## config.mk

```make
export PLATFORM = sky130hd
export DESIGN_NAME = sensor_packet_checker_core_flat
export DESIGN_NICKNAME = d
export VERILOG_FILES = /design/src/spc_pkg.sv /design/src/spc_if.sv /design/src/sensor_packet_checker_core.sv /design/src/flat_wrapper.sv
export SDC_FILE = /design/constraint.sdc
export NUM_CORES = 1
export LEC_CHECK = 0
export BUFFER_PORTS_ARGS = -buffer_cell sky130_fd_sc_hd__buf_4
export CORE_MARGIN = 1
export CORE_UTILIZATION = 53
export DETAILED_ROUTE_END_ITERATION = 10
export PLACE_DENSITY = 0.77
export SLEW_MARGIN = 30
export SYNTH_ARGS = -nofsm -noshare
export SYNTH_HDL_FRONTEND = slang
export SYNTH_SLANG_ARGS = --single-unit
```

## constraint.sdc

```tcl
create_clock -name clk -period 5.3 [get_ports clk]
set_input_delay 0.265 -clock clk [delete_from_list [all_inputs] [get_ports clk]]
set_output_delay 0.265 -clock clk [all_outputs]
set_load 0.005 [all_outputs]
```

## src/spc_pkg.sv

```systemverilog
`timescale 1ns / 1ps
// ----------------------------------------------------------------------------
// spc_pkg
// Types, codes and the CRC-16/CCITT-FALSE byte step for the packet checker.
// ----------------------------------------------------------------------------
package spc_pkg;

  localparam logic [15:0] CRC_INIT = 16'hFFFF;

  localparam logic [15:0] ID_WIND         = 16'hF179;
  localparam logic [15:0] ID_AIR          = 16'hA41B;
  localparam logic [15:0] ID_WATER        = 16'hC946;
  localparam logic [15:0] ID_LIGHTNING_UV = 16'hD255;

  // counts are compared at this width whatever the packet limit
  localparam int CNT_EXT_W = 6;

  localparam logic [CNT_EXT_W-1:0] LEN_WIND         = 6'd12;
  localparam logic [CNT_EXT_W-1:0] LEN_AIR          = 6'd12;
  localparam logic [CNT_EXT_W-1:0] LEN_WATER        = 6'd10;
  localparam logic [CNT_EXT_W-1:0] LEN_LIGHTNING_UV = 6'd14;
  localparam logic [CNT_EXT_W-1:0] LEN_MIN          = 6'd4;

  localparam int WORD_DEPTH = 7;
  localparam int WORD_IDX_W = 3;

  localparam logic [2:0] STATUS_ACCEPTED  = 3'd0;
  localparam logic [2:0] STATUS_CRC_ERROR = 3'd1;
  localparam logic [2:0] STATUS_UNKNOWN   = 3'd2;
  localparam logic [2:0] STATUS_TOO_LONG  = 3'd3;
  localparam logic [2:0] STATUS_TOO_SHORT = 3'd4;

  localparam logic [2:0] KIND_WIND         = 3'd0;
  localparam logic [2:0] KIND_AIR          = 3'd1;
  localparam logic [2:0] KIND_WATER        = 3'd2;
  localparam logic [2:0] KIND_LIGHTNING_UV = 3'd3;
  localparam logic [2:0] KIND_NONE         = 3'd4;

  typedef logic [15:0] word_t;

  typedef struct packed {
    logic [2:0] status;
    logic [2:0] kind;
    logic       length_mismatch;
    logic [4:0] byte_count;
    word_t      packet_id;
    word_t      received_crc;
    word_t      word_one;
    word_t      word_two;
    word_t      word_three;
    word_t      word_four;
    word_t      word_five;
    word_t      word_six;
  } result_t;

  // one byte of crc-16, poly 0x1021, msb first
  function automatic logic [15:0] crc_byte(input logic [15:0] c, input logic [7:0] b);
    logic [7:0] x;
    x = c[15:8] ^ b;
    x = x ^ (x >> 4);
    return {c[7:0], 8'h00} ^ {x[3:0], 12'h000} ^ {3'b000, x, 5'b00000} ^ {8'h00, x};
  endfunction

endpackage

```

## src/spc_if.sv

```systemverilog
`timescale 1ns / 1ps
// ----------------------------------------------------------------------------
// spc_if
// Valid/ready channels for packet bytes and check results.
// ----------------------------------------------------------------------------
interface spc_in_if;
  logic       valid;
  logic       ready;
  logic [7:0] data_byte;
  logic       last_byte;

  modport source (output valid, output data_byte, output last_byte, input ready);
  modport sink (input valid, input data_byte, input last_byte, output ready);
endinterface

interface spc_out_if;
  logic        valid;
  logic        ready;
  logic [2:0]  status;
  logic [2:0]  kind;
  logic        length_mismatch;
  logic [4:0]  byte_count;
  logic [15:0] packet_id;
  logic [15:0] received_crc;
  logic [15:0] word_one;
  logic [15:0] word_two;
  logic [15:0] word_three;
  logic [15:0] word_four;
  logic [15:0] word_five;
  logic [15:0] word_six;

  modport source (
    output valid, input ready,
    output status, output kind, output length_mismatch, output byte_count,
    output packet_id, output received_crc,
    output word_one, output word_two, output word_three,
    output word_four, output word_five, output word_six
  );
  modport sink (
    input valid, output ready,
    input status, input kind, input length_mismatch, input byte_count,
    input packet_id, input received_crc,
    input word_one, input word_two, input word_three,
    input word_four, input word_five, input word_six
  );
endinterface

```

## src/sensor_packet_checker_core.sv

```systemverilog
`timescale 1ns / 1ps
// ----------------------------------------------------------------------------
// sensor_packet_checker_core
// CRC-16/CCITT-FALSE frame check and id classification of sensor packets.
// ----------------------------------------------------------------------------
// the last byte passes the input register, then the result register, which raises valid
// throughput: one byte per cycle via the work-stage crc step; a last byte waits on a busy result slot
// the result register lets the next packet stream in while a result waits
// reset: synchronous, clears valid flags, crc, count, delay line and word store
module sensor_packet_checker_core #(
  parameter int MAX_BYTES = 16
) (
  input logic        clk,
  input logic        rst,
  spc_in_if.sink     pkt_in,
  spc_out_if.source  res_out
);

  localparam int CountW = $clog2(MAX_BYTES + 2);
  localparam logic [spc_pkg::CNT_EXT_W-1:0] MaxExt = spc_pkg::CNT_EXT_W'(MAX_BYTES);
  localparam logic [spc_pkg::CNT_EXT_W-1:0] StoreLimit =
    spc_pkg::CNT_EXT_W'(2 * spc_pkg::WORD_DEPTH);

  // input register
  logic       in_valid;
  logic [7:0] in_byte;
  logic       in_last;

  // packet state
  logic [15:0]         crc;
  logic [CountW-1:0]   count;
  logic [7:0]          lag [2];
  spc_pkg::word_t      word_store [spc_pkg::WORD_DEPTH];

  // result register
  logic             res_valid;
  spc_pkg::result_t res;

  logic                              step;
  logic [spc_pkg::CNT_EXT_W-1:0]     cnt_ext;
  logic [spc_pkg::CNT_EXT_W-1:0]     n;
  logic [15:0]                       crc_upd;
  logic                              store_en;
  logic                              word_wr;
  logic [spc_pkg::WORD_IDX_W-1:0]    widx;
  spc_pkg::word_t                    words_upd [spc_pkg::WORD_DEPTH];
  spc_pkg::result_t                  res_next;

  // the work stage holds a last byte only while the result slot is busy
  assign step         = in_valid && (!in_last || !res_valid || res_out.ready);
  assign pkt_in.ready = !in_valid || step;

  assign cnt_ext  = spc_pkg::CNT_EXT_W'(count);
  assign crc_upd  = (cnt_ext >= spc_pkg::CNT_EXT_W'(2)) ? spc_pkg::crc_byte(crc, lag[0]) : crc;
  assign store_en = cnt_ext <= MaxExt;
  assign word_wr  = store_en && (cnt_ext < StoreLimit);
  assign widx     = cnt_ext[spc_pkg::WORD_IDX_W:1];
  assign n        = store_en ? cnt_ext + spc_pkg::CNT_EXT_W'(1) : cnt_ext;

  always_comb begin
    words_upd = word_store;
    if (word_wr) begin
      if (cnt_ext[0]) begin
        words_upd[widx][15:8] = in_byte;
      end else begin
        words_upd[widx][7:0] = in_byte;
      end
    end
  end

  always_comb begin
    spc_pkg::word_t                rcrc;
    spc_pkg::word_t                w [6];
    logic [spc_pkg::CNT_EXT_W-1:0] expected;
    logic [2:0]                    kind;
    // trailer is the byte in the delay line plus the byte just taken
    rcrc     = {in_byte, lag[1]};
    expected = '0;
    for (int k = 1; k <= 6; k++) begin
      w[k-1] = (spc_pkg::CNT_EXT_W'(2 * k + 3) < n) ? words_upd[k] : '0;
    end
    unique case (words_upd[0])
      spc_pkg::ID_WIND: begin
        kind = spc_pkg::KIND_WIND;
        expected = spc_pkg::LEN_WIND;
      end
      spc_pkg::ID_AIR: begin
        kind = spc_pkg::KIND_AIR;
        expected = spc_pkg::LEN_AIR;
      end
      spc_pkg::ID_WATER: begin
        kind = spc_pkg::KIND_WATER;
        expected = spc_pkg::LEN_WATER;
      end
      spc_pkg::ID_LIGHTNING_UV: begin
        kind = spc_pkg::KIND_LIGHTNING_UV;
        expected = spc_pkg::LEN_LIGHTNING_UV;
      end
      default: kind = spc_pkg::KIND_NONE;
    endcase

    res_next.byte_count      = n[4:0];
    res_next.packet_id       = words_upd[0];
    res_next.kind            = spc_pkg::KIND_NONE;
    res_next.length_mismatch = 1'b0;
    res_next.received_crc    = '0;
    res_next.word_one        = '0;
    res_next.word_two        = '0;
    res_next.word_three      = '0;
    res_next.word_four       = '0;
    res_next.word_five       = '0;
    res_next.word_six        = '0;
    priority if (n > MaxExt) begin
      res_next.status = spc_pkg::STATUS_TOO_LONG;
    end else if (n < spc_pkg::LEN_MIN) begin
      res_next.status = spc_pkg::STATUS_TOO_SHORT;
    end else begin
      res_next.received_crc = rcrc;
      res_next.word_one     = w[0];
      res_next.word_two     = w[1];
      res_next.word_three   = w[2];
      res_next.word_four    = w[3];
      res_next.word_five    = w[4];
      res_next.word_six     = w[5];
      res_next.kind         = kind;
      if (kind == spc_pkg::KIND_NONE) begin
        res_next.status = spc_pkg::STATUS_UNKNOWN;
      end else begin
        res_next.length_mismatch = n != expected;
        res_next.status = (crc_upd == rcrc) ? spc_pkg::STATUS_ACCEPTED
                                            : spc_pkg::STATUS_CRC_ERROR;
      end
    end
  end

  always_ff @(posedge clk) begin
    if (rst) begin
      in_valid  <= 1'b0;
      res_valid <= 1'b0;
      crc       <= spc_pkg::CRC_INIT;
      count     <= '0;
      lag[0]    <= '0;
      lag[1]    <= '0;
      for (int i = 0; i < spc_pkg::WORD_DEPTH; i++) begin
        word_store[i] <= '0;
      end
    end else begin
      if (pkt_in.ready) begin
        in_valid <= pkt_in.valid;
      end
      if (step && in_last) begin
        crc    <= spc_pkg::CRC_INIT;
        count  <= '0;
        lag[0] <= '0;
        lag[1] <= '0;
        for (int i = 0; i < spc_pkg::WORD_DEPTH; i++) begin
          word_store[i] <= '0;
        end
      end else if (step) begin
        crc        <= crc_upd;
        count      <= CountW'(n);
        lag[0]     <= lag[1];
        lag[1]     <= in_byte;
        word_store <= words_upd;
      end
      if (step && in_last) begin
        res_valid <= 1'b1;
      end else if (res_out.ready) begin
        res_valid <= 1'b0;
      end
    end
  end

  always_ff @(posedge clk) begin
    if (pkt_in.valid && pkt_in.ready) begin
      in_byte <= pkt_in.data_byte;
      in_last <= pkt_in.last_byte;
    end
    if (step && in_last) begin
      res <= res_next;
    end
  end

  assign res_out.valid           = res_valid;
  assign res_out.status          = res.status;
  assign res_out.kind            = res.kind;
  assign res_out.length_mismatch = res.length_mismatch;
  assign res_out.byte_count      = res.byte_count;
  assign res_out.packet_id       = res.packet_id;
  assign res_out.received_crc    = res.received_crc;
  assign res_out.word_one        = res.word_one;
  assign res_out.word_two        = res.word_two;
  assign res_out.word_three      = res.word_three;
  assign res_out.word_four       = res.word_four;
  assign res_out.word_five       = res.word_five;
  assign res_out.word_six        = res.word_six;

endmodule

```

## src/flat_wrapper.sv

```systemverilog
// flat-port wrapper written by rule: the top's interface ports become plain ports
module sensor_packet_checker_core_flat 
#(
  parameter int MAX_BYTES = 16
)
  (clk, rst, pkt_in_valid, pkt_in_data_byte, pkt_in_last_byte, pkt_in_ready, res_out_valid, res_out_ready, res_out_status, res_out_kind, res_out_length_mismatch, res_out_byte_count, res_out_packet_id, res_out_received_crc, res_out_word_one, res_out_word_two, res_out_word_three, res_out_word_four, res_out_word_five, res_out_word_six);
  spc_in_if pkt_in_i ();
  spc_out_if res_out_i ();
  input logic clk;
  input logic rst;
  input wire logic [$bits(pkt_in_i.valid)-1:0] pkt_in_valid;
  input wire logic [$bits(pkt_in_i.data_byte)-1:0] pkt_in_data_byte;
  input wire logic [$bits(pkt_in_i.last_byte)-1:0] pkt_in_last_byte;
  output wire logic [$bits(pkt_in_i.ready)-1:0] pkt_in_ready;
  output wire logic [$bits(res_out_i.valid)-1:0] res_out_valid;
  input wire logic [$bits(res_out_i.ready)-1:0] res_out_ready;
  output wire logic [$bits(res_out_i.status)-1:0] res_out_status;
  output wire logic [$bits(res_out_i.kind)-1:0] res_out_kind;
  output wire logic [$bits(res_out_i.length_mismatch)-1:0] res_out_length_mismatch;
  output wire logic [$bits(res_out_i.byte_count)-1:0] res_out_byte_count;
  output wire logic [$bits(res_out_i.packet_id)-1:0] res_out_packet_id;
  output wire logic [$bits(res_out_i.received_crc)-1:0] res_out_received_crc;
  output wire logic [$bits(res_out_i.word_one)-1:0] res_out_word_one;
  output wire logic [$bits(res_out_i.word_two)-1:0] res_out_word_two;
  output wire logic [$bits(res_out_i.word_three)-1:0] res_out_word_three;
  output wire logic [$bits(res_out_i.word_four)-1:0] res_out_word_four;
  output wire logic [$bits(res_out_i.word_five)-1:0] res_out_word_five;
  output wire logic [$bits(res_out_i.word_six)-1:0] res_out_word_six;
  assign pkt_in_i.valid = pkt_in_valid;
  assign pkt_in_i.data_byte = pkt_in_data_byte;
  assign pkt_in_i.last_byte = pkt_in_last_byte;
  assign pkt_in_ready = pkt_in_i.ready;
  assign res_out_valid = res_out_i.valid;
  assign res_out_i.ready = res_out_ready;
  assign res_out_status = res_out_i.status;
  assign res_out_kind = res_out_i.kind;
  assign res_out_length_mismatch = res_out_i.length_mismatch;
  assign res_out_byte_count = res_out_i.byte_count;
  assign res_out_packet_id = res_out_i.packet_id;
  assign res_out_received_crc = res_out_i.received_crc;
  assign res_out_word_one = res_out_i.word_one;
  assign res_out_word_two = res_out_i.word_two;
  assign res_out_word_three = res_out_i.word_three;
  assign res_out_word_four = res_out_i.word_four;
  assign res_out_word_five = res_out_i.word_five;
  assign res_out_word_six = res_out_i.word_six;
  sensor_packet_checker_core #(.MAX_BYTES(MAX_BYTES)) u_core (.clk(clk), .rst(rst), .pkt_in(pkt_in_i), .res_out(res_out_i));
endmodule
```

==> out/metrics.csv <==
stage;metric;value;unit
outcome;status;complete, no violations;
routing;dr.pass1.iters;5;
yosys;ys_types;58;
cells_and_area;syn_to_final_growth;18.9;%
routing;wl_per_cell;18.3;µm
worst_setup_path;path_cells;nand4b_1 > xnor2_2 > nor3_1 > nand3b_4 > a21boi_4 > o21bai_4 > nand2b_1 > nor2_1;
place;io_buffers;154;
global_routing;grt_pass1_vias;9367;
worst_setup_path;worstSetupPathType;flop to flop;
timing;period_needed;3.84;ns
yosys;synthFlopType;edfxtp_1;
job;cap_violations;0;
clocking;post-cts-setup-buffers;0;
yosys;ys_warn_count;0;
routing;viasPerCell;5.67;
cells_and_area;fin_area;0.0154;mm²
routing;vias;9966;
yosys;synth_top_family_by_area;simple AND/OR/NAND/NOR gates;
place;hpwl;19800;µm
timing;finalHoldViolations;0;
timing;tightestPinTransition;0.958;ns
power_and_ir_drop;p_leak;0.00547;µW
timing;clock_skew;0.0180;ns
clocking;clkLatencyLatePin;0.56;ns
die;num_rows;56;
clocking;cts-resized-gates;0;
yosys;synth.cell_area;0.0130;mm²
clocking;cts_root_buf;clkbuf_16;
clocking;hold_buffers;11;
worst_setup_path;crit_buf_inv;0;
worst_setup_path;critPathTopFamily;simple AND/OR/NAND/NOR gates;
routing;drc;0;
yosys;synth_seq_cells;300;
die;die-area;0.0251;mm²
clocking;cts_buffer_depth;3;
yosys;syn_nets;1305;
yosys;synthSimpleGateAreaFrac;18.8;%
power_and_ir_drop;ir_worst_vdd;0.217;mV
clocking;cts_sinks;300;
timing;rsz0062_at_grt;false;
global_routing;grt_max_degree;75;
place;placed_area;0.0143;mm²
worst_setup_path;worstSetupStartpointType;flop;
timing;fmax;260;MHz
power_and_ir_drop;power.density;324;mW/mm²
die;dieHeight;159;µm
clocking;numCtsBuffers;29;
worst_setup_path;critPathCaptureType;flop;
yosys;async_reset_ff_share;0;%
yosys;post-synth-top-area-cell;edfxtp_1;
global_routing;grtUsageTotal;25.9;%
clocking;cts_tree;yes;
worst_setup_path;slowest_stage;dfxtp_1;
worst_setup_path;worstPathRequired;5.58;ns
yosys;synth_edf_count;165;
cells_and_area;drive_gt1_share;17.8;%
timing;tns;0;ns
clocking;clk_pin_slew;0.07;ns
global_routing;grt-ovfl-total;0;
yosys;synth_fa_ha_area_share;0.193;%
die;core;0.0238;mm²
yosys;yosysTopAreaCellShare;38.1;%
yosys;synth.yosys.seq_area_share;58.9;%
place;gp_congestion;0.937;
die;start_util;54.7;%
min_path;hold_class;input pin to flop;
routing;drt_iter0_drc;786;
worst_setup_path;critPathArrivalTime;4.12;ns
yosys;synth_xor_area_share;3.70;%
global_routing;antenna_found_initial;0;
worst_setup_path;cpPeakStageDelay;0.71;ns
timing;fin_crit_sh;72.5;%
yosys;synthCells;1290;
timing;setup_viol;0;
cells_and_area;num-nets-final;1432;
yosys;syn_area_per_cell;10.1;µm²
yosys;synth_compound_area_share;9.66;%
clocking;h-tree-depth;1;
die;die_x;159;µm
die;pin_count;155;
worst_setup_path;worst-path-max-fanout;19;
routing;routed_wl;32100;µm
cells_and_area;insertedDiodeCount;0;
yosys;synth.area.mux_share;5.18;%
timing;relSlewSlack;36.1;%
routing;final_antenna_net_count;0;
yosys;yosys-top-cells-area;edfxtp_1, dfxtp_1, nand2_1;
timing;drv_slew;0;
global_routing;grt_pass1_wl;50400;µm
==> cell type report <==
type                            instances  area (µm²)
Tap cell                              319         399
Sequential cell                       300        7660
Multi-Input combinational cell        884        4920
Fill cell                            1875        8310
Timing Repair Buffer                  188        1460
Clock inverter                         12         100
Inverter                               14        52.6
Clock buffer                           42         856
==> flip-flops by register name, indices dropped and copies added, names as in the netlist, 5 cells and up <==
name,count
u_core.crc,16
u_core.count,5
u_core.res_out.word_five,16
u_core.res_out.word_three,16
u_core.res_out.word_six,16
u_core.word_store,112
u_core.in_byte,8
u_core.res_out.word_one,16
u_core.res_out.received_crc,16
u_core.res_out.packet_id,16
u_core.res_out.word_four,16
u_core.res_out.word_two,16
u_core.res_out.byte_count,5
u_core.lag,16
==> layer usage <==
layer / GRT usage (%) / share of wire [%]
met5: 0 / 0
met4: 8.33 / 2.7
met3: 3.48 / 7.3
met2: 42.5 / 49
met1: 35.4 / 41
==> cell families after synthesis <==
family,count (synthesis)
flops,300
simple gates,542
xor+xnor,54
fa+ha+maj,2
mux,66
buf+inv,106
compound gates,220
==> synth_stat cells (3+ instances only) <==
library cell,count
edfxtp_1,165
mux2i_1,58
o21ai_1,3
nand4b_1,4
buf_4,4
nor4b_1,3
and2_1,35
a211oi_1,10
nand2_1,267
nand3_1,71
buf_6,5
o211ai_1,17
nor3b_1,4
o21ai_0,9
nand4_1,7
and3_1,3
xnor2_1,29
nor4_1,7
dfxtp_1,135
nor2b_1,4
inv_1,14
a21oi_1,164
xor2_1,24
nand2b_1,8
mux2_2,7
or2_2,4
buf_1,8
buf_2,5
a31oi_1,5
clkbuf_1,70
nor3_1,12
nor2_1,98
==> power by group <==
part / switching, µW / internal [µW] / total [µW] / leakage, µW
logic: 255 / 142 / 397 / 0.00228
registers: 46.1 / 2500 / 2550 / 0.00273
clock network: 886 / 1170 / 2060 / 0.000465
total: 1190 / 3810 / 5000 / 0.00547
==> worst paths after layout <==
| kind | startpoint | end | slack, ns | cells after the start |
|---|---|---|---|---|
| hold / removal | res_out_ready | u_core.res_out.valid | 0.09 | 4 |
| hold reg to reg | u_core.word_store[23] | u_core.word_store[23] | 0.46 | 2 |
| setup / recovery | u_core.count[1] | u_core.res_out.word_five[1] | 1.46 | 8 |
| setup reg to reg | u_core.count[1] | u_core.res_out.word_five[1] | 1.46 | 8 |
==> tightest hold or removal path: stages <==
cell and delay (ns):
buf_4 0.08, nor2b_1 0.07, nor2_1 0.13, nor2_1 0.05
==> cells in the final DEF, fill, tap and decap left out, types with 8 or more instances in the layout <==
cell type / synthesis / layout
nand3_1: 71 / 71
a21oi_1: 164 / 164
xnor2_1: 29 / 29
inv_1: 14 / 14
edfxtp_1: 165 / 165
o211ai_1: 17 / 17
and2_1: 35 / 34
dfxtp_1: 135 / 135
nor2_1: 98 / 95
buf_4: 4 / 175
nand2_1: 267 / 267
mux2i_1: 58 / 58
o21ai_0: 9 / 9
nand2b_1: 8 / 8
clkbuf_16: 0 / 30
dlygate4sd3_1: 0 / 11
a211oi_1: 10 / 10
xor2_1: 24 / 24
nor3_1: 12 / 11
==> per-stage QoR <==
| step | total power [µW] | cells | setup WS (ns) | hold slack, ns | util, % |
|---|---|---|---|---|---|
| detailed placement | 2970 | 1692 | 1.54 | 0.445 | 60.3 |
| global placement | 2970 | 1692 | 1.80 | 0.441 | 60.3 |
| global route | 5140 | 1759 | 1.18 | 0.114 | 65.0 |
| floorplan | 2850 | 1290 | 1.67 | 0.334 | - |
| CTS | 5010 | 1757 | 1.54 | 0.0272 | 64.8 |
| finish | 5000 | 1759 | 1.46 | 0.0890 | 65.0 |
(Power assumes the default switching activity.)
